==> src/hw/rtl/fpp_pkg.sv <==
// ----------------------------------------------------------------------------
// fpp_pkg: shared types and constants of the packet header parser
// Header byte offsets, status codes, register indexes and the records that
// move between the capture, decode and output stages.
// ----------------------------------------------------------------------------
`default_nettype none

package fpp_pkg;

    // Header geometry. Only bytes 0x00..0x35 feed the decoder.
    localparam int HDR_BYTES = 58;
    localparam int HDR_KEEP  = 54;
    localparam int CNT_W     = 6;

    // Byte offsets of the little-endian header fields
    localparam int OFS_ONODE      = 'h00;
    localparam int OFS_DNODE      = 'h02;
    localparam int OFS_PKT_TYPE   = 'h12;
    localparam int OFS_ONET       = 'h14;
    localparam int OFS_DNET       = 'h16;
    localparam int OFS_PROD_LO    = 'h18;
    localparam int OFS_VER_HI     = 'h19;
    localparam int OFS_PWD        = 'h1a;
    localparam int OFS_OZONE_OLD  = 'h22;
    localparam int OFS_DZONE_OLD  = 'h24;
    localparam int OFS_CAP_SWAP   = 'h28;
    localparam int OFS_PROD_HI    = 'h2a;
    localparam int OFS_VER_LO     = 'h2b;
    localparam int OFS_CAP        = 'h2c;
    localparam int OFS_OZONE_PLUS = 'h2e;
    localparam int OFS_DZONE_PLUS = 'h30;
    localparam int OFS_OPOINT     = 'h32;
    localparam int OFS_DPOINT     = 'h34;

    localparam logic [15:0] PKT_TYPE_2   = 16'h0002;
    localparam logic [15:0] CAP_PLUS_BIT = 16'h0001;
    localparam logic [7:0]  PWD_SPACE    = 8'h20;

    // Configuration
    localparam int MASK_W    = 4;
    localparam int ADDR_W    = 64;
    localparam int CFG_IDX_W = 3;
    localparam logic [CFG_IDX_W-1:0] REG_MASK  = 3'd0;
    localparam logic [CFG_IDX_W-1:0] REG_ADDR0 = 3'd1;

    // Result status codes
    localparam logic [2:0] STAT_OK_PLUS   = 3'd0;
    localparam logic [2:0] STAT_OK_OLD    = 3'd1;
    localparam logic [2:0] STAT_BAD_TYPE  = 3'd2;
    localparam logic [2:0] STAT_SHORT     = 3'd3;
    localparam logic [2:0] STAT_NOT_LOCAL = 3'd4;

    // Result beat layout on the output tdata
    localparam int RES_W            = 227;
    localparam int M_TDATA_W        = 232;
    localparam int OUT_STATUS_LSB   = 0;
    localparam int OUT_OPOINT_LSB   = 51;
    localparam int OUT_DPOINT_LSB   = 115;
    localparam int OUT_VERSION_LSB  = 147;

    // Header fields captured when the last header byte arrives or the packet ends early
    typedef struct packed {
        logic [15:0] orig_node;
        logic [15:0] dest_node;
        logic [15:0] pkt_type;
        logic [15:0] orig_net;
        logic [15:0] dest_net;
        logic [7:0]  prod_lo;
        logic [7:0]  ver_hi;
        logic [63:0] pwd;
        logic [15:0] ozone_old;
        logic [15:0] dzone_old;
        logic [15:0] cap_swap;
        logic [7:0]  prod_hi;
        logic [7:0]  ver_lo;
        logic [15:0] cap;
        logic [15:0] ozone_plus;
        logic [15:0] dzone_plus;
        logic [15:0] opoint;
        logic [15:0] dpoint;
    } hdr_t;

    typedef struct packed {
        logic valid;
        logic short_hdr;
    } snap_stat_t;

    // Packed so that status sits in the lowest bits of the output beat
    typedef struct packed {
        logic [63:0] password;
        logic [15:0] version;
        logic [15:0] product_code;
        logic [15:0] dest_point;
        logic [15:0] dest_node;
        logic [15:0] dest_net;
        logic [15:0] dest_zone;
        logic [15:0] orig_point;
        logic [15:0] orig_node;
        logic [15:0] orig_net;
        logic [15:0] orig_zone;
        logic [2:0]  status;
    } result_t;

endpackage

`default_nettype wire

==> src/hw/rtl/fpp_cfg_regs.sv <==
// ----------------------------------------------------------------------------
// fpp_cfg_regs: local address configuration registers
// Holds the slot valid mask and the local address slots.
// ----------------------------------------------------------------------------
`default_nettype none

module fpp_cfg_regs #(
    parameter int SLOTS = 4
) (
    input  wire logic                                  clk,
    input  wire logic                                  rst_n,
    input  wire logic                                  wr_en,
    input  wire logic [fpp_pkg::CFG_IDX_W-1:0]         wr_index,
    input  wire logic [fpp_pkg::ADDR_W-1:0]            wr_data,
    output logic      [fpp_pkg::MASK_W-1:0]            mask,
    output logic      [((SLOTS < fpp_pkg::MASK_W) ? SLOTS : fpp_pkg::MASK_W)-1:0]
                      [fpp_pkg::ADDR_W-1:0]            addr
);

    // Slots past the mask width can never be marked valid, so they are not kept.
    localparam int ACTIVE = (SLOTS < fpp_pkg::MASK_W) ? SLOTS : fpp_pkg::MASK_W;

    logic [fpp_pkg::MASK_W-1:0] mask_reg;

    always_ff @(posedge clk or negedge rst_n)
    begin
        if (!rst_n)
        begin
            mask_reg <= '0;
        end
        else if (wr_en && (wr_index == fpp_pkg::REG_MASK))
        begin
            mask_reg <= wr_data[fpp_pkg::MASK_W-1:0];
        end
    end

    for (genvar s = 0; s < ACTIVE; s++)
    begin : g_slot
        logic [fpp_pkg::ADDR_W-1:0] addr_reg;

        always_ff @(posedge clk or negedge rst_n)
        begin
            if (!rst_n)
            begin
                addr_reg <= '0;
            end
            else if (wr_en &&
                     (wr_index == fpp_pkg::CFG_IDX_W'(int'(fpp_pkg::REG_ADDR0) + s)))
            begin
                addr_reg <= wr_data;
            end
        end

        assign addr[s] = addr_reg;
    end

    assign mask = mask_reg;

endmodule

`default_nettype wire

==> src/hw/rtl/fpp_capture.sv <==
// ----------------------------------------------------------------------------
// fpp_capture: header byte capture and framing
// Counts header bytes, stores the ones the decoder needs and snapshots them
// when the header completes or the packet ends early.
// ----------------------------------------------------------------------------
`default_nettype none

module fpp_capture (
    input  wire logic                clk,
    input  wire logic                rst_n,
    input  wire logic                beat_valid,
    input  wire logic [7:0]          beat_byte,
    input  wire logic                beat_last,
    input  wire logic                snap_take,
    output logic                     in_ready,
    output fpp_pkg::snap_stat_t      snap_stat,
    output fpp_pkg::hdr_t            snap_hdr
);

    logic [fpp_pkg::CNT_W-1:0] count_reg;
    logic [fpp_pkg::CNT_W-1:0] count_next;
    logic                      done_reg;
    logic                      done_next;
    logic [7:0]                store_reg [fpp_pkg::HDR_KEEP];
    logic                      snap_valid_reg;
    logic                      snap_short_reg;
    fpp_pkg::hdr_t             snap_hdr_reg;
    logic                      accept;
    logic                      hdr_end;
    logic                      short_end;
    logic                      snap_load;
    fpp_pkg::hdr_t             hdr_next;

    // A beat is taken whenever the snapshot slot is or is about to be free.
    assign in_ready = !snap_valid_reg || snap_take;
    assign accept   = beat_valid && in_ready;

    assign hdr_end   = !done_reg && (count_reg == fpp_pkg::CNT_W'(fpp_pkg::HDR_BYTES - 1));
    assign short_end = !done_reg && !hdr_end && beat_last;
    assign snap_load = accept && (hdr_end || short_end);

    always_comb
    begin
        count_next = count_reg;
        done_next  = done_reg;
        if (done_reg)
        begin
            // Bytes after the header are dropped until the packet ends.
            if (beat_last)
            begin
                done_next  = 1'b0;
                count_next = '0;
            end
        end
        else if (hdr_end)
        begin
            count_next = '0;
            done_next  = !beat_last;
        end
        else if (beat_last)
        begin
            count_next = '0;
        end
        else
        begin
            count_next = count_reg + 1'b1;
        end
    end

    always_ff @(posedge clk or negedge rst_n)
    begin
        if (!rst_n)
        begin
            count_reg <= '0;
            done_reg  <= 1'b0;
        end
        else if (accept)
        begin
            count_reg <= count_next;
            done_reg  <= done_next;
        end
    end

    always_ff @(posedge clk)
    begin
        if (accept && !done_reg && (count_reg < fpp_pkg::CNT_W'(fpp_pkg::HDR_KEEP)))
        begin
            store_reg[count_reg] <= beat_byte;
        end
    end

    // The final header byte is not among the decoded fields, so the stored
    // bytes are complete on the edge that accepts it.
    always_comb
    begin
        hdr_next.orig_node  = {store_reg[fpp_pkg::OFS_ONODE + 1],
                               store_reg[fpp_pkg::OFS_ONODE]};
        hdr_next.dest_node  = {store_reg[fpp_pkg::OFS_DNODE + 1],
                               store_reg[fpp_pkg::OFS_DNODE]};
        hdr_next.pkt_type   = {store_reg[fpp_pkg::OFS_PKT_TYPE + 1],
                               store_reg[fpp_pkg::OFS_PKT_TYPE]};
        hdr_next.orig_net   = {store_reg[fpp_pkg::OFS_ONET + 1],
                               store_reg[fpp_pkg::OFS_ONET]};
        hdr_next.dest_net   = {store_reg[fpp_pkg::OFS_DNET + 1],
                               store_reg[fpp_pkg::OFS_DNET]};
        hdr_next.prod_lo    = store_reg[fpp_pkg::OFS_PROD_LO];
        hdr_next.ver_hi     = store_reg[fpp_pkg::OFS_VER_HI];
        hdr_next.pwd        = {store_reg[fpp_pkg::OFS_PWD + 7],
                               store_reg[fpp_pkg::OFS_PWD + 6],
                               store_reg[fpp_pkg::OFS_PWD + 5],
                               store_reg[fpp_pkg::OFS_PWD + 4],
                               store_reg[fpp_pkg::OFS_PWD + 3],
                               store_reg[fpp_pkg::OFS_PWD + 2],
                               store_reg[fpp_pkg::OFS_PWD + 1],
                               store_reg[fpp_pkg::OFS_PWD]};
        hdr_next.ozone_old  = {store_reg[fpp_pkg::OFS_OZONE_OLD + 1],
                               store_reg[fpp_pkg::OFS_OZONE_OLD]};
        hdr_next.dzone_old  = {store_reg[fpp_pkg::OFS_DZONE_OLD + 1],
                               store_reg[fpp_pkg::OFS_DZONE_OLD]};
        // The swapped copy of the capability word has its high byte first.
        hdr_next.cap_swap   = {store_reg[fpp_pkg::OFS_CAP_SWAP],
                               store_reg[fpp_pkg::OFS_CAP_SWAP + 1]};
        hdr_next.prod_hi    = store_reg[fpp_pkg::OFS_PROD_HI];
        hdr_next.ver_lo     = store_reg[fpp_pkg::OFS_VER_LO];
        hdr_next.cap        = {store_reg[fpp_pkg::OFS_CAP + 1],
                               store_reg[fpp_pkg::OFS_CAP]};
        hdr_next.ozone_plus = {store_reg[fpp_pkg::OFS_OZONE_PLUS + 1],
                               store_reg[fpp_pkg::OFS_OZONE_PLUS]};
        hdr_next.dzone_plus = {store_reg[fpp_pkg::OFS_DZONE_PLUS + 1],
                               store_reg[fpp_pkg::OFS_DZONE_PLUS]};
        hdr_next.opoint     = {store_reg[fpp_pkg::OFS_OPOINT + 1],
                               store_reg[fpp_pkg::OFS_OPOINT]};
        hdr_next.dpoint     = {store_reg[fpp_pkg::OFS_DPOINT + 1],
                               store_reg[fpp_pkg::OFS_DPOINT]};
    end

    always_ff @(posedge clk or negedge rst_n)
    begin
        if (!rst_n)
        begin
            snap_valid_reg <= 1'b0;
        end
        else if (snap_load)
        begin
            snap_valid_reg <= 1'b1;
        end
        else if (snap_take)
        begin
            snap_valid_reg <= 1'b0;
        end
    end

    always_ff @(posedge clk)
    begin
        if (snap_load)
        begin
            snap_short_reg <= short_end;
            snap_hdr_reg   <= hdr_next;
        end
    end

    assign snap_stat.valid     = snap_valid_reg;
    assign snap_stat.short_hdr = snap_short_reg;
    assign snap_hdr            = snap_hdr_reg;

endmodule

`default_nettype wire

==> src/hw/rtl/fpp_decode.sv <==
// ----------------------------------------------------------------------------
// fpp_decode: header field decoder
// Turns a captured header into the result record: packet style, zone guess,
// password trim and the local address match.
// ----------------------------------------------------------------------------
`default_nettype none

module fpp_decode #(
    parameter int SLOTS = 4
) (
    input  wire fpp_pkg::hdr_t                         hdr,
    input  wire logic                                  short_hdr,
    input  wire logic [fpp_pkg::MASK_W-1:0]            mask,
    input  wire logic [((SLOTS < fpp_pkg::MASK_W) ? SLOTS : fpp_pkg::MASK_W)-1:0]
                      [fpp_pkg::ADDR_W-1:0]            addr,
    output fpp_pkg::result_t                           res
);

    localparam int ACTIVE = (SLOTS < fpp_pkg::MASK_W) ? SLOTS : fpp_pkg::MASK_W;

    logic        plus;
    logic        guess_hit;
    logic [15:0] guess_zone;
    logic [15:0] oz;
    logic [15:0] dz;
    logic [15:0] dp;
    logic        to_us;
    logic [8:0]  tail_sp;
    logic [63:0] pwd;

    // 2+ only when the capability word matches its byte-swapped copy.
    assign plus = (hdr.cap == hdr.cap_swap) && ((hdr.cap & fpp_pkg::CAP_PLUS_BIT) != '0);

    // Lowest-numbered valid slot on the destination net/node wins the guess.
    always_comb
    begin
        guess_hit  = 1'b0;
        guess_zone = '0;
        for (int s = ACTIVE - 1; s >= 0; s--)
        begin
            if (mask[s] && (hdr.dest_net == addr[s][47:32]) &&
                (hdr.dest_node == addr[s][31:16]))
            begin
                guess_hit  = 1'b1;
                guess_zone = addr[s][63:48];
            end
        end
    end

    always_comb
    begin
        if (plus)
        begin
            oz = hdr.ozone_plus;
            dz = hdr.dzone_plus;
            dp = hdr.dpoint;
        end
        else if ((hdr.ozone_old == '0) && (hdr.dzone_old == '0) && guess_hit)
        begin
            oz = guess_zone;
            dz = guess_zone;
            dp = '0;
        end
        else
        begin
            oz = hdr.ozone_old;
            dz = hdr.dzone_old;
            dp = '0;
        end
    end

    // Trailing spaces of the password become zero bytes.
    always_comb
    begin
        tail_sp[8] = 1'b1;
        for (int k = 7; k >= 0; k--)
        begin
            tail_sp[k] = tail_sp[k+1] && (hdr.pwd[8*k +: 8] == fpp_pkg::PWD_SPACE);
        end
        for (int k = 0; k < 8; k++)
        begin
            pwd[8*k +: 8] = tail_sp[k] ? 8'h00 : hdr.pwd[8*k +: 8];
        end
    end

    always_comb
    begin
        to_us = 1'b0;
        for (int s = 0; s < ACTIVE; s++)
        begin
            if (mask[s] && ((dz == '0) || (dz == addr[s][63:48])) &&
                (hdr.dest_net == addr[s][47:32]) && (hdr.dest_node == addr[s][31:16]) &&
                (!plus || (dp == addr[s][15:0]) || ((dp != '0) && (addr[s][15:0] == '0))))
            begin
                to_us = 1'b1;
            end
        end
    end

    always_comb
    begin
        res = '0;
        if (short_hdr)
        begin
            res.status = fpp_pkg::STAT_SHORT;
        end
        else if (hdr.pkt_type != fpp_pkg::PKT_TYPE_2)
        begin
            res.status = fpp_pkg::STAT_BAD_TYPE;
        end
        else
        begin
            if (!to_us)
            begin
                res.status = fpp_pkg::STAT_NOT_LOCAL;
            end
            else if (plus)
            begin
                res.status = fpp_pkg::STAT_OK_PLUS;
            end
            else
            begin
                res.status = fpp_pkg::STAT_OK_OLD;
            end
            res.orig_zone    = oz;
            res.orig_net     = hdr.orig_net;
            res.orig_node    = hdr.orig_node;
            res.orig_point   = plus ? hdr.opoint : 16'h0000;
            res.dest_zone    = dz;
            res.dest_net     = hdr.dest_net;
            res.dest_node    = hdr.dest_node;
            res.dest_point   = dp;
            res.product_code = {plus ? hdr.prod_hi : 8'h00, hdr.prod_lo};
            res.version      = {hdr.ver_hi, plus ? hdr.ver_lo : 8'h00};
            res.password     = pwd;
        end
    end

endmodule

`default_nettype wire

==> src/hw/rtl/fido_packet_header_parser_top.sv <==
// ----------------------------------------------------------------------------
// fido_packet_header_parser_top: mail packet header parser
// Takes a packet byte stream and gives one decoded header beat per packet.
//
//   Channel   Dir  Beat content
//   s_axis    in   tdata[7:0] data_byte, tlast end_of_input
//   m_axis    out  tdata: status, origin/destination addresses, product,
//                  version, password (one result per packet)
//   cfg       in   cfg_index selects the register, cfg_data the value
//
// One input beat is taken per cycle unless the input stalls. A result
// passes from the beat that ends the header or the packet through the
// capture snapshot and the combinational decoder into the result register.
// Reset clears the byte counter, the framing flag, both valid flags and the
// configuration. The input stalls only while the snapshot and the result
// register both hold results that the output has not taken.
// ----------------------------------------------------------------------------
`default_nettype none

module fido_packet_header_parser_top #(
    parameter int LOCAL_ADDRESS_SLOTS = 4
) (
    input  wire logic                              clk,
    input  wire logic                              rst_n,
    input  wire logic                              s_axis_tvalid,
    output logic                                   s_axis_tready,
    input  wire logic [7:0]                        s_axis_tdata,  // [7:0] data_byte
    input  wire logic                              s_axis_tlast,
    output logic                                   m_axis_tvalid,
    input  wire logic                              m_axis_tready,
    // [2:0] status, [18:3] orig_zone, [34:19] orig_net, [50:35] orig_node,
    // [66:51] orig_point, [82:67] dest_zone, [98:83] dest_net,
    // [114:99] dest_node, [130:115] dest_point, [146:131] product_code,
    // [162:147] version, [226:163] password, [231:227] zero
    output logic [fpp_pkg::M_TDATA_W-1:0]          m_axis_tdata,
    input  wire logic                              cfg_valid,
    output logic                                   cfg_ready,
    input  wire logic [fpp_pkg::CFG_IDX_W-1:0]     cfg_index,
    input  wire logic [fpp_pkg::ADDR_W-1:0]        cfg_data
);

    localparam int ACTIVE = (LOCAL_ADDRESS_SLOTS < fpp_pkg::MASK_W) ?
                            LOCAL_ADDRESS_SLOTS : fpp_pkg::MASK_W;

    logic [fpp_pkg::MASK_W-1:0]             mask;
    logic [ACTIVE-1:0][fpp_pkg::ADDR_W-1:0] addr;
    fpp_pkg::snap_stat_t                    snap_stat;
    fpp_pkg::hdr_t                          snap_hdr;
    fpp_pkg::result_t                       res_next;
    fpp_pkg::result_t                       res_reg;
    logic                                   out_valid_reg;
    logic                                   res_load;

    assign cfg_ready = 1'b1;

    fpp_cfg_regs #(
        .SLOTS (LOCAL_ADDRESS_SLOTS)
    ) u_cfg (
        .clk      (clk),
        .rst_n    (rst_n),
        .wr_en    (cfg_valid && cfg_ready),
        .wr_index (cfg_index),
        .wr_data  (cfg_data),
        .mask     (mask),
        .addr     (addr)
    );

    // The result register refills whenever it is empty or being drained.
    assign res_load = snap_stat.valid && (!out_valid_reg || m_axis_tready);

    fpp_capture u_capture (
        .clk        (clk),
        .rst_n      (rst_n),
        .beat_valid (s_axis_tvalid),
        .beat_byte  (s_axis_tdata),
        .beat_last  (s_axis_tlast),
        .snap_take  (res_load),
        .in_ready   (s_axis_tready),
        .snap_stat  (snap_stat),
        .snap_hdr   (snap_hdr)
    );

    fpp_decode #(
        .SLOTS (LOCAL_ADDRESS_SLOTS)
    ) u_decode (
        .hdr       (snap_hdr),
        .short_hdr (snap_stat.short_hdr),
        .mask      (mask),
        .addr      (addr),
        .res       (res_next)
    );

    always_ff @(posedge clk or negedge rst_n)
    begin
        if (!rst_n)
        begin
            out_valid_reg <= 1'b0;
        end
        else if (res_load)
        begin
            out_valid_reg <= 1'b1;
        end
        else if (m_axis_tready)
        begin
            out_valid_reg <= 1'b0;
        end
    end

    always_ff @(posedge clk)
    begin
        if (res_load)
        begin
            res_reg <= res_next;
        end
    end

    assign m_axis_tvalid = out_valid_reg;
    assign m_axis_tdata  = {(fpp_pkg::M_TDATA_W - fpp_pkg::RES_W)'(0), res_reg};

endmodule

`default_nettype wire

==> config.mk <==
export PLATFORM = sky130hd
export DESIGN_NAME = fido_packet_header_parser_top
export DESIGN_NICKNAME = d
export VERILOG_FILES = /design/src/hw/rtl/fpp_pkg.sv /design/src/hw/rtl/fpp_cfg_regs.sv /design/src/hw/rtl/fpp_capture.sv /design/src/hw/rtl/fpp_decode.sv /design/src/hw/rtl/fido_packet_header_parser_top.sv
export SDC_FILE = /design/constraint.sdc
export NUM_CORES = 1
export LEC_CHECK = 0
export BUFFER_PORTS_ARGS = -buffer_cell sky130_fd_sc_hd__buf_4
export CORE_UTILIZATION = 25
export CTS_CLUSTER_DIAMETER = 200
export CTS_CLUSTER_SIZE = 28
export DETAILED_ROUTE_END_ITERATION = 8
export PLACE_DENSITY = 0.52
export SYNTH_ARGS = -nofsm -noshare
export SYNTH_HDL_FRONTEND = slang
export SYNTH_SLANG_ARGS = --single-unit
==> constraint.sdc <==
create_clock -name clk -period 32.6 [get_ports clk]
set_clock_uncertainty 0.05 [all_clocks]
set_input_delay 0 -clock clk [delete_from_list [all_inputs] [get_ports clk]]
set_output_delay 0 -clock clk [all_outputs]
set_load 0.05 [all_outputs]
# Word level (Yosys, flattened, before mapping)

Memory sizes are Yosys's and may differ from the RTL's. A register that Yosys moved wholly into a read port is not among the register bits.
Cells that the tools add are included.

Flip-flop bits (word level): 497
Latch bits: 0
Bits in writable memories: 432
Memory bits (read-only): 0
Bits of input ports: 81
Output and inout bits: 235
Word-level logic and storage cells: 195
Memories kept: 1

Memories:

| name                | words | width | rd ports | clocked after Yosys merged registers in | wr ports | RTL line          | text |
|---|---|---|---|---|---|---|---|
| u_capture.store_reg | 54    | 8     | 38       | 38                                      | 1        | fpp_capture.sv:24 | `logic [7:0] store_reg [fpp_pkg::HDR_KEEP];` |

Add/sub/neg operators: 1
Multipliers: 0
Div/mod/pow operators: 0
Magnitude comparators: 1
Equality and inequality tests: 32
Shift operators: 0
Multiplexer cells: 33
Bitwise logic cells: 1
Reduce and logical (&&, ||, !) cells: 94

Operators with widths:

| kind                | count |
|---|---|
| $eq 16x16->1        | 17 |
| $mux 16             | 9 |
| $logic_not 16->1    | 7 |
| $eq 8x6->1 const B  | 8 |
| $logic_and 1x1->1   | 51 |
| $reduce_or 3->1     | 9 |
| $mux 6              | 4 |
| $mux 1              | 19 |
| $ne 16x2->1 const B | 1 |
| $reduce_bool 16->1  | 1 |
| $logic_or 1x1->1    | 15 |
| $add 6x1->6 const B | 1 |
| $eq 3x2->1 const B  | 2 |
| $eq 6x6->1 const B  | 1 |
| $logic_not 1->1     | 6 |
| $lt 6x6->1 const B  | 1 |
| $reduce_bool 2->1   | 2 |
| $eq 3x1->1 const B  | 1 |
| $eq 3x3->1 const B  | 1 |
| $logic_not 3->1     | 1 |
| $mux 3              | 1 |
| $ne 2x2->1 const B  | 1 |
| $reduce_and 2->1    | 1 |
| $reduce_or 2->1     | 1 |
| $not 1->1           | 1 |

# Logic depth before layout (Yosys ltp)

Gate-level depths: netlist of the first run.

Depth in word-level cells: 22
Gate-level depth with buffers: 17

# By module

Synthesis of the first run repeated with hierarchy kept, for this count alone.

Cell total of the unflattened synthesis: 2999
Area total of the unflattened synthesis: 45085.7 µm²

By module, submodules not included:

| module                        | times used | cells an instance | area each (µm²) | seq. area each (µm²) |
|---|---|---|---|---|
| fpp_capture                   | 1          | 734               | 19132.1         | 18487.7 |
| fpp_cfg_regs                  | 1          | 553               | 9755.6          | 6506.2 |
| fpp_decode                    | 1          | 1473              | 9285.2          | 0.0 |
| fido_packet_header_parser_top | 1          | 239               | 6912.9          | 6841.6 |

# Worst setup path after synthesis of the first run

Ideal clock, no wire load.

Path kind: register to register
From: register out_valid_reg, in the netlist m_axis_tvalid
To: register, netlist name snap_hdr[256]
Data arrival time: 22.062 ns
Required time: 31.205 ns
Slack: 9.143 ns
Cell stages (with the launch flop): 4
Period minus slack after synthesis: 23.457 ns
Cells stage by stage: dfrtp_1 -> nand3b_1 -> nand2_1 -> nor3_1

Cells in the longest elaborated chain, start to end: 6

Ends and longest elaborated chain:

| what                     | RTL line                             | text |
|---|---|---|
| start: declaration       | fido_packet_header_parser_top.sv:51  | `logic out_valid_reg;` |
| start signal: assignment | fido_packet_header_parser_top.sv:97  | `out_valid_reg <= 1'b0;` |
| start signal: assignment | fido_packet_header_parser_top.sv:101 | `out_valid_reg <= 1'b1;` |
| start signal: assignment | fido_packet_header_parser_top.sv:105 | `out_valid_reg <= 1'b0;` |
| $logic_not 1->1          | fido_packet_header_parser_top.sv:69  | `assign res_load = snap_stat.valid && (!out_valid_reg \|\| m_axis_tready);` |
| $logic_or 1x1->1         | fido_packet_header_parser_top.sv:69  |  |
| $logic_and 1x1->1        | fido_packet_header_parser_top.sv:69  |  |
| $logic_or 1x1->1         | fpp_capture.sv:35                    | `assign in_ready = !snap_valid_reg \|\| snap_take;` |
| via s_axis_tready        | fido_packet_header_parser_top.sv:26  | `output logic s_axis_tready,` |
| $logic_and 1x1->1        | fpp_capture.sv:36                    | `assign accept = beat_valid && in_ready;` |
| $logic_and 1x1->1        | fpp_capture.sv:40                    | `assign snap_load = accept && (hdr_end \|\| short_end);` |
| via u_capture.snap_load  | fpp_capture.sv:31                    | `logic snap_load;` |

The timed path passes the listed nets, and every way through them passes these cells.
A chain may end at the register's enable or synchronous reset.

# Worst setup path after layout of the first run

From: register, netlist name u_capture.snap_hdr[226]
To: register res_reg, in the netlist m_axis_tdata[0] (data pin)

Cells in the longest elaborated chain, start to end: 22

Ends and longest elaborated chain:

| what                                                    | RTL line                             | text |
|---|---|---|
| $eq 16x16->1                                            | fpp_decode.sv:41, fpp_decode.sv:92   |  |
| $logic_and 1x1->1 (2 in a row)                          | fpp_decode.sv:41                     | `if (mask[s] && (hdr.dest_net == addr[s][47:32]) &&` |
| $mux 1 (4 in a row)                                     | fpp_decode.sv:41                     |  |
| $logic_and 1x1->1                                       | fpp_decode.sv:58                     | `else if ((hdr.ozone_old == '0) && (hdr.dzone_old == '0) && guess_hit)` |
| $mux 16                                                 | fpp_decode.sv:58                     |  |
| $mux 16                                                 | fpp_decode.sv:52                     | `if (plus)` |
| $eq 16x16->1 / $logic_not 16->1 (equally long branches) | fpp_decode.sv:91                     | `if (mask[s] && ((dz == '0) \|\| (dz == addr[s][63:48])) &&` |
| $logic_or 1x1->1                                        | fpp_decode.sv:91                     |  |
| $logic_and 1x1->1 (2 in a row)                          | fpp_decode.sv:91                     |  |
| $logic_and 1x1->1 (2 in a row)                          | fpp_decode.sv:92                     | `(hdr.dest_net == addr[s][47:32]) && (hdr.dest_node == addr[s][31:16]) &&` |
| $mux 1 (3 in a row)                                     | fpp_decode.sv:91                     |  |
| $mux 1 *                                                | fpp_decode.sv:91                     |  |
| $mux 3 *                                                | fpp_decode.sv:113                    | `if (!to_us)` |
| $mux 1 *                                                | fpp_decode.sv:107                    | `else if (hdr.pkt_type != fpp_pkg::PKT_TYPE_2)` |
| end signal: assignment                                  | fido_packet_header_parser_top.sv:113 | `res_reg <= res_next;` |
| end: declaration                                        | fido_packet_header_parser_top.sv:50  | `fpp_pkg::result_t res_reg;` |

Every way passes the cells marked *; elsewhere a longest branch is shown, timed or not.

==> results of run 1 <==
## placed cells by master (no fill, tap or decap), types with 20 or more instances in the layout
cell / instances
sky130_fd_sc_hd__edfxtp_1: 836
sky130_fd_sc_hd__buf_4: 349
sky130_fd_sc_hd__dfrtp_1: 269
sky130_fd_sc_hd__mux2_2: 250
sky130_fd_sc_hd__nor2_1: 187
sky130_fd_sc_hd__xnor2_1: 148
sky130_fd_sc_hd__nand2_1: 143
sky130_fd_sc_hd__and2_1: 113
sky130_fd_sc_hd__o21ai_0: 100
sky130_fd_sc_hd__dlygate4sd3_1: 82
sky130_fd_sc_hd__nand4_1: 79
sky130_fd_sc_hd__xor2_1: 74
sky130_fd_sc_hd__nand3_1: 66
sky130_fd_sc_hd__and3_1: 61
sky130_fd_sc_hd__nor2b_1: 55
sky130_fd_sc_hd__nor4_1: 52
sky130_fd_sc_hd__clkbuf_16: 45
sky130_fd_sc_hd__a21oi_1: 38
sky130_fd_sc_hd__nor3_1: 38
sky130_fd_sc_hd__inv_1: 36
sky130_fd_sc_hd__clkbuf_1: 34
sky130_fd_sc_hd__a31oi_1: 20
## timing repair
| action | 4_1_cts | 5_1_grt |
|---|---|---|
| hold buffers | 82 | 0 |
| resized for setup | 0 | 0 |
| endpoints found under the hold margin | 665 | 0 |
## cells in the mapped netlist, types with 52 or more instances
master                     number  area [sq um]
sky130_fd_sc_hd__and2_1       114           713
sky130_fd_sc_hd__and3_1        61           382
sky130_fd_sc_hd__clkbuf_1     102           383
sky130_fd_sc_hd__dfrtp_1      269          6730
sky130_fd_sc_hd__edfxtp_1     836         25100
sky130_fd_sc_hd__mux2_2       250          2820
sky130_fd_sc_hd__nand2_1      143           537
sky130_fd_sc_hd__nand3_1       67           335
sky130_fd_sc_hd__nand4_1       79           494
sky130_fd_sc_hd__nor2_1       193           724
sky130_fd_sc_hd__nor2b_1       55           344
sky130_fd_sc_hd__nor4_1        52           325
sky130_fd_sc_hd__o21ai_0      100           500
sky130_fd_sc_hd__xnor2_1      148          1300
sky130_fd_sc_hd__xor2_1        74           648
## routing by layer
metal / vias to the layer above / wire length, um
met4: 0 / 4370
met5: - / 0
li1: 11861 / -
met3: 171 / 6230
met2: 772 / 70800
met1: 13757 / 59700
## cells by family (layout without fill, tap and decap cells)
group,Yosys count,count (layout),synth area share
buf+inv,195,551,0.0181
xor+xnor,222,222,0.0435
simple gates,925,925,0.112
compound gates,310,310,0.0475
flops,1105,1105,0.713
fa+ha+maj,2,2,0.000560
other cells,2,12,0.000168
mux,260,260,0.0652
## worst max path at each step
stage / slack (ns) / from / endpoint
floorplan: 9.14 / m_axis_tvalid / snap_hdr[256]
global placement: 26.95 / u_capture.snap_hdr[226] / m_axis_tdata[0]
detailed placement: 27.00 / u_capture.snap_hdr[226] / m_axis_tdata[0]
CTS: 26.95 / u_capture.snap_hdr[226] / m_axis_tdata[0]
global route: 26.73 / u_capture.snap_hdr[226] / m_axis_tdata[0]
finish: 26.93 / u_capture.snap_hdr[226] / m_axis_tdata[0]
## through the flow
step           hold WS (ns)  instances  setup WS [ns]
2_1_floorplan        -0.346       3025           9.14
3_3_place_gp         0.0747       5556          26.95
3_5_place_dp         0.0879       5556          27.00
4_1_cts              0.0213       5721          26.95
5_1_grt              0.0570       5724          26.73
6_report             0.0545       5727          26.93
## worst max-delay path, delay by kind of cell (launching register included)
kind             cells  cell delay (ns)
XOR/XNOR             2             0.40
AO/OA/AOI/OAI        5             1.72
flip-flops           1             0.53
AND/OR/NAND/NOR      5             2.84
## area by class of cell
| cell class | instances | area [sq um] | share of cell area |
|---|---|---|---|
| flip-flops and latches | 1105 | 31800 | 0.614 |
| multi-input cells | 1725 | 12100 | 0.234 |
| repair buffers | 432 | 3460 | 0.0667 |
| well taps | 2340 | 2930 | 0.0565 |
| clock buffers | 79 | 1250 | 0.0242 |
| inverters | 36 | 135 | 0.00261 |
| clock inverters | 4 | 82.6 | 0.00159 |
| diodes | 6 | 15.0 | 0.000290 |
## power breakdown
part           switching, W  total [W]  internal, W  leakage, nW
Sequential         0.000102    0.00172      0.00162         11.1
Combinational      0.000234   0.000387     0.000153         6.11
Clock              0.000449   0.000720     0.000271        0.630
Total              0.000786    0.00283      0.00204         17.8
==> impl_metrics.prom, run 1 <==
# TYPE chip_impl_metric gauge
chip_impl_metric{name="cts_setup_buffers",unit=""} 0
chip_impl_info{name="timing.hold.worst.start",value="cfg_valid"} 1
chip_impl_metric{name="vias_per_cell",unit=""} 4.64
chip_impl_metric{name="clk_path_buf_depth",unit=""} 3
chip_impl_metric{name="avgRoutedWirePerCell",unit="um"} 24.6
chip_impl_info{name="cts_tree",value="yes"} 1
chip_impl_metric{name="fin_crit_sh",unit=""} 0.174
chip_impl_metric{name="floorplan.die.height",unit="um"} 425
chip_impl_info{name="worst_setup_path_end_kind",value="flop"} 1
chip_impl_metric{name="syn2layout_area_growth",unit="%"} 16.0
chip_impl_metric{name="slew_viol_final",unit=""} 0
chip_impl_metric{name="groute.layer.met2.usage",unit=""} 0.265
chip_impl_metric{name="cts-buffers-inserted",unit=""} 45
chip_impl_metric{name="detail-route-antenna-nets",unit=""} 0
chip_impl_metric{name="final_layout_size_suffix_gt1_frac",unit=""} 0.205
chip_impl_metric{name="ys_async_sr_fraction",unit=""} 0.243
chip_impl_metric{name="worst-endpoint-required",unit="ns"} 33.12
chip_impl_metric{name="top_ports",unit=""} 316
chip_impl_metric{name="grt_pass1_vias",unit=""} 26274
chip_impl_metric{name="num_clock_sinks",unit=""} 1105
chip_impl_info{name="crit_path_max_delay_cell_type",value="sky130_fd_sc_hd__nor4_1"} 1
chip_impl_metric{name="dieArea",unit="sq um"} 180000
chip_impl_metric{name="ys_seq_area_frac",unit=""} 0.713
chip_impl_info{name="min-delay-path-class",value="input pin to flop"} 1
chip_impl_info{name="busiest_layer",value="met2"} 1
chip_impl_metric{name="design_power_total",unit="W"} 0.00283
chip_impl_metric{name="die-width",unit="um"} 425
chip_impl_metric{name="grt_remaining_overflow",unit=""} 0
chip_impl_metric{name="largest_reg_flops",unit=""} 304
chip_impl_metric{name="detailedPlacementHpwl",unit="um"} 96900
chip_impl_metric{name="final_design_area_no_fill",unit="sq um"} 51800
chip_impl_metric{name="globalRouteMet1Util",unit=""} 0.200
chip_impl_info{name="postSynth.topFlopCell",value="sky130_fd_sc_hd__edfxtp_1"} 1
chip_impl_metric{name="worst_setup_hold_path_clk_slew",unit="ns"} 0.13
chip_impl_metric{name="mappedNetlistArea",unit="sq um"} 44700
chip_impl_metric{name="min_period",unit="ns"} 5.67
chip_impl_metric{name="groute.layer.met3.usage",unit=""} 0.0165
chip_impl_metric{name="min_path_cells",unit=""} 4
chip_impl_info{name="timing.critical_path.cells",value="xor2_1 > or4_1 > nor4_1 > nand3_1 > a221o_1 > a31oi_1 > o21a_1 > xnor2_1 > or4_1 > nor4_1 > a311oi_1 > a21oi_1"} 1
chip_impl_info{name="worst_r2r_endpoint",value="m_axis_tdata[0]"} 1
chip_impl_metric{name="arr_time_crit_path",unit="ns"} 6.18
chip_impl_metric{name="detailedRoute.firstIterationViolations",unit=""} 2447
chip_impl_metric{name="peak_fanout_along_the_critical_path",unit=""} 8
chip_impl_metric{name="cap_viol_max_count",unit=""} 0
chip_impl_metric{name="p_per_area",unit="nW/um^2"} 54.5
chip_impl_metric{name="num_vias",unit=""} 26561
chip_impl_metric{name="p_leak",unit="nW"} 17.8
chip_impl_metric{name="floorplan.initialDensity",unit=""} 0.253
chip_impl_metric{name="post_dp_cell_area",unit="sq um"} 49600
chip_impl_metric{name="synth_cell_type_count",unit=""} 87
chip_impl_info{name="status",value="completed"} 1
chip_impl_metric{name="gr-usage-all-layers",unit=""} 0.153
chip_impl_info{name="grt_setup_unrepaired",value="no"} 1
chip_impl_metric{name="drc",unit=""} 0
chip_impl_metric{name="finalSetupViolations",unit=""} 0
chip_impl_metric{name="number_of_cell_rows",unit=""} 154
chip_impl_metric{name="number_of_enable_flip_flop_cells_after_synthesis",unit=""} 836
chip_impl_metric{name="clock.fmax",unit="GHz"} 0.176
chip_impl_metric{name="worst_skew_pair.late_latency",unit="ns"} 0.71
chip_impl_metric{name="power.ir.vdd_worst",unit="mV"} 0.0371
chip_impl_metric{name="post_synth_inst_count",unit=""} 3021
chip_impl_metric{name="synthesis.area_per_instance",unit="sq um"} 14.8
chip_impl_metric{name="report.final.hold_viol_count",unit=""} 0
chip_impl_metric{name="worst_r2r_path_depth",unit=""} 12
chip_impl_metric{name="buffers_on_ports",unit=""} 309
chip_impl_metric{name="core_area",unit="sq um"} 177000
chip_impl_metric{name="grt_start_max_net_pins",unit=""} 101
chip_impl_metric{name="grt_antenna_before_repair",unit=""} 14
chip_impl_info{name="startpoint_type",value="flop"} 1
chip_impl_metric{name="reg2reg_slack",unit="ns"} 26.93
chip_impl_metric{name="tightestPinTransition",unit="ns"} 1.16
chip_impl_metric{name="finalSetupTns",unit="ns"} 0
chip_impl_metric{name="number_of_nets_at_the_end_of_the_flow",unit=""} 3428
chip_impl_metric{name="number_of_iterations_in_the_first_detailed_routing_pass",unit=""} 5
chip_impl_info{name="hold_end",value="u_cfg.mask[1]"} 1
chip_impl_metric{name="layout.filler_cells",unit=""} 17876
chip_impl_metric{name="max_stage_delay",unit="ns"} 0.86
chip_impl_metric{name="worst_relative_slew_slack",unit=""} 0.223
chip_impl_info{name="r2r-start",value="u_capture.snap_hdr[226]"} 1
chip_impl_metric{name="ys.warnings.count",unit=""} 0
chip_impl_metric{name="ctsHtreeMaxLevel",unit=""} 2
chip_impl_metric{name="utilization_of_the_core_after_routing",unit=""} 0.293
chip_impl_metric{name="synth-seq-cells",unit=""} 1105
chip_impl_metric{name="routed_wl",unit="um"} 141000
chip_impl_info{name="ctsRootBufferMaster",value="sky130_fd_sc_hd__clkbuf_16"} 1
chip_impl_info{name="worstSetupPathType",value="flop to flop"} 1
chip_impl_metric{name="first_pass_grt_wire_length",unit="um"} 199000
chip_impl_metric{name="gp_congestion",unit=""} 0.931
No activity file was read; power rests on OpenSTA's default activity.
==> inputs of run 2 (changes only) <==
==> constraint.sdc (replaced) <==
create_clock -name clk -period 5.4 [get_ports clk]
set_clock_uncertainty 0.05 [all_clocks]
set_input_delay 0 -clock clk [delete_from_list [all_inputs] [get_ports clk]]
set_output_delay 0 -clock clk [all_outputs]
set_load 0.05 [all_outputs]
==> impl_metrics.prom, run 2 (synthesis gave the netlist of run 1 again) <==
# TYPE chip_impl_metric gauge
chip_impl_metric{name="dieArea",unit="sq um"} 180000
chip_impl_info{name="startpoint_type",value="flop"} 1
chip_impl_metric{name="syn2layout_area_growth",unit="%"} 17.0
chip_impl_metric{name="number_of_cell_rows",unit=""} 154
chip_impl_metric{name="p_per_area",unit="nW/um^2"} 327
chip_impl_metric{name="die-width",unit="um"} 425
chip_impl_metric{name="report.final.hold_viol_count",unit=""} 0
chip_impl_info{name="timing.critical_path.cells",value="xnor2_1 > nand4_1 > nor4_1 > and3_1 > buf_4 > nand3_1 > a311oi_4 > nor2_1 > mux2_2 > a2111oi_0 > nand3_1 > o41ai_1 > nor4_1"} 1
chip_impl_metric{name="final_layout_size_suffix_gt1_frac",unit=""} 0.213
chip_impl_info{name="cts_tree",value="yes"} 1
chip_impl_metric{name="largest_reg_flops",unit=""} 304
chip_impl_metric{name="avgRoutedWirePerCell",unit="um"} 24.6
chip_impl_metric{name="grt_pass1_vias",unit=""} 26630
chip_impl_metric{name="fin_crit_sh",unit=""} 0.963
chip_impl_info{name="min-delay-path-class",value="input pin to flop"} 1
chip_impl_metric{name="finalSetupTns",unit="ns"} 0
chip_impl_metric{name="wl_met2",unit="um"} 72300
chip_impl_info{name="status",value="completed"} 1
chip_impl_metric{name="ctsHtreeMaxLevel",unit=""} 2
chip_impl_metric{name="p_leak",unit="nW"} 18.1
chip_impl_metric{name="top_ports",unit=""} 316
chip_impl_info{name="layout.cells.most_common",value="sky130_fd_sc_hd__edfxtp_1"} 1
chip_impl_metric{name="worst_skew_pair.late_latency",unit="ns"} 0.69
chip_impl_metric{name="grt_antenna_before_repair",unit=""} 12
chip_impl_metric{name="number_of_nets_at_the_end_of_the_flow",unit=""} 3469
chip_impl_info{name="ctsRootBufferMaster",value="sky130_fd_sc_hd__clkbuf_16"} 1
chip_impl_metric{name="design_power_total",unit="W"} 0.0171
chip_impl_metric{name="floorplan.initialDensity",unit=""} 0.253
chip_impl_metric{name="gp_congestion",unit=""} 0.963
chip_impl_metric{name="min_period",unit="ns"} 5.20
chip_impl_metric{name="worst_setup_hold_path_clk_slew",unit="ns"} 0.12
chip_impl_metric{name="num_vias",unit=""} 26708
chip_impl_metric{name="met3WireLength",unit="um"} 5960
chip_impl_info{name="route.top_layer_used",value="met5"} 1
chip_impl_metric{name="finalSetupViolations",unit=""} 0
chip_impl_metric{name="vias_per_cell",unit=""} 4.63
chip_impl_info{name="worstSetupPathType",value="flop to flop"} 1
chip_impl_metric{name="clock.fmax",unit="GHz"} 0.192
chip_impl_metric{name="peak_fanout_along_the_critical_path",unit=""} 6
chip_impl_metric{name="wl_met1",unit="um"} 59500
chip_impl_metric{name="core_area",unit="sq um"} 177000
chip_impl_metric{name="finalHoldWorstSlack",unit="ns"} 0.0523
chip_impl_info{name="grt_setup_unrepaired",value="no"} 1
chip_impl_info{name="timing.hold.worst.start",value="cfg_valid"} 1
chip_impl_info{name="layout_common_cells",value="836 x sky130_fd_sc_hd__edfxtp_1, 376 x sky130_fd_sc_hd__buf_4, 268 x sky130_fd_sc_hd__dfrtp_1"} 1
chip_impl_info{name="crit_start",value="u_capture.snap_hdr[238]"} 1
chip_impl_metric{name="power.ir.vdd_worst",unit="mV"} 0.275
chip_impl_metric{name="detailedRoute.firstIterationViolations",unit=""} 2359
chip_impl_metric{name="slew_viol_final",unit=""} 0
chip_impl_metric{name="post_dp_cell_area",unit="sq um"} 50000
chip_impl_metric{name="floorplan.die.height",unit="um"} 425
chip_impl_metric{name="number_of_iterations_in_the_first_detailed_routing_pass",unit=""} 5
chip_impl_info{name="worst_setup_path_end_kind",value="flop"} 1
chip_impl_metric{name="worst_relative_slew_slack",unit=""} 0.303
chip_impl_metric{name="grt_remaining_overflow",unit=""} 0
chip_impl_metric{name="routed_wl",unit="um"} 142000
chip_impl_metric{name="cts-buffers-inserted",unit=""} 45
chip_impl_metric{name="drc",unit=""} 0
chip_impl_metric{name="cts.repair.resized",unit=""} 0
chip_impl_metric{name="tightestPinTransition",unit="ns"} 1.04
chip_impl_info{name="r2r-start",value="u_capture.snap_hdr[238]"} 1
chip_impl_metric{name="arr_time_crit_path",unit="ns"} 5.58
chip_impl_metric{name="grt_start_max_net_pins",unit=""} 128
chip_impl_metric{name="cap_viol_max_count",unit=""} 0
chip_impl_metric{name="worst-endpoint-required",unit="ns"} 5.78
chip_impl_metric{name="detailedPlacementHpwl",unit="um"} 97800
chip_impl_metric{name="num_clock_sinks",unit=""} 1105
chip_impl_metric{name="buffers_on_ports",unit=""} 309
chip_impl_info{name="crit_path_max_delay_cell_type",value="sky130_fd_sc_hd__nor4_1"} 1
chip_impl_metric{name="detail-route-antenna-nets",unit=""} 0
chip_impl_metric{name="layout.filler_cells",unit=""} 17853
chip_impl_metric{name="first_pass_grt_wire_length",unit="um"} 201000
chip_impl_metric{name="max_stage_delay",unit="ns"} 0.85
chip_impl_metric{name="clk_path_buf_depth",unit=""} 3
chip_impl_metric{name="gr-usage-all-layers",unit=""} 0.154
chip_impl_metric{name="final_design_area_no_fill",unit="sq um"} 52300
[run 2: cell count changes in the layout (fill, tap and decap cells not counted), moves of 2 or more]
cell                            change
sky130_fd_sc_hd__diode_2            -5
sky130_fd_sc_hd__nor2_2             -3
sky130_fd_sc_hd__dlygate4sd3_1      +5
sky130_fd_sc_hd__nor3_2             -2
sky130_fd_sc_hd__nor3_4             +2
sky130_fd_sc_hd__nor2_1             +3
sky130_fd_sc_hd__buf_12             +8
sky130_fd_sc_hd__buf_4             +27
[run 2: final timing paths]
kind / to / slack (ns) / depth (start not counted)
max: m_axis_tdata[2] / 0.20 / 13
min: u_cfg.mask[0] / 0.05 / 4
max reg2reg: m_axis_tdata[2] / 0.20 / 13
min reg2reg: u_capture.snap_hdr[246] / 0.35 / 0
max in group asynchronous: m_axis_tvalid / 4.12 / 4
min in group asynchronous: u_cfg.g_slot[2].addr_reg[0] / 0.45 / 4
[run 2: area by class of cell]
class | count | area, sq um | share of cell area
diodes | 1 | 2.50 | 0.0000479
well taps | 2340 | 2930 | 0.0560
flip-flops and latches | 1105 | 31800 | 0.609
repair buffers | 473 | 3900 | 0.0745
clock inverters | 5 | 75.1 | 0.00144
clock buffers | 79 | 1270 | 0.0244
inverters | 36 | 135 | 0.00258
multi-input cells | 1725 | 12100 | 0.232
[run 2: report_power, final]
part | internal [W] | switching [W] | total, W
registers | 0.00976 | 0.000634 | 0.0104
logic | 0.000938 | 0.00141 | 0.00234
clock network | 0.00168 | 0.00270 | 0.00438
[run 2: through the flow]
stage	setup slack [ns]	cells	utilization
2_1_floorplan	-3.61	3025	-
3_3_place_gp	0.267	5590	0.283
3_5_place_dp	0.321	5590	0.283
4_1_cts	0.289	5763	0.296
5_1_grt	0.0991	5764	0.296
6_report	0.199	5764	0.296
[run 2: timing repair]
| action | CTS | global route |
|---|---|---|
| buffers inserted | 0 | 0 |
| hold endpoints to repair | 690 | 0 |
| hold buffers | 89 | 0 |
[run 2: metal layers]
metal	global-route usage	up-vias
met2	0.272	743
met3	0.0182	178
met4	0.0441	2
li1	-	11960
met5	0	-
met1	0.196	13825
[run 2: critical path: cells and delay by family (launching register included)]
family	cells	cell delay [ns]
flops	1	0.51
buf+inv	1	0.23
compound gates	3	1.31
mux	1	0.34
simple gates	7	2.10
xor+xnor	1	0.43
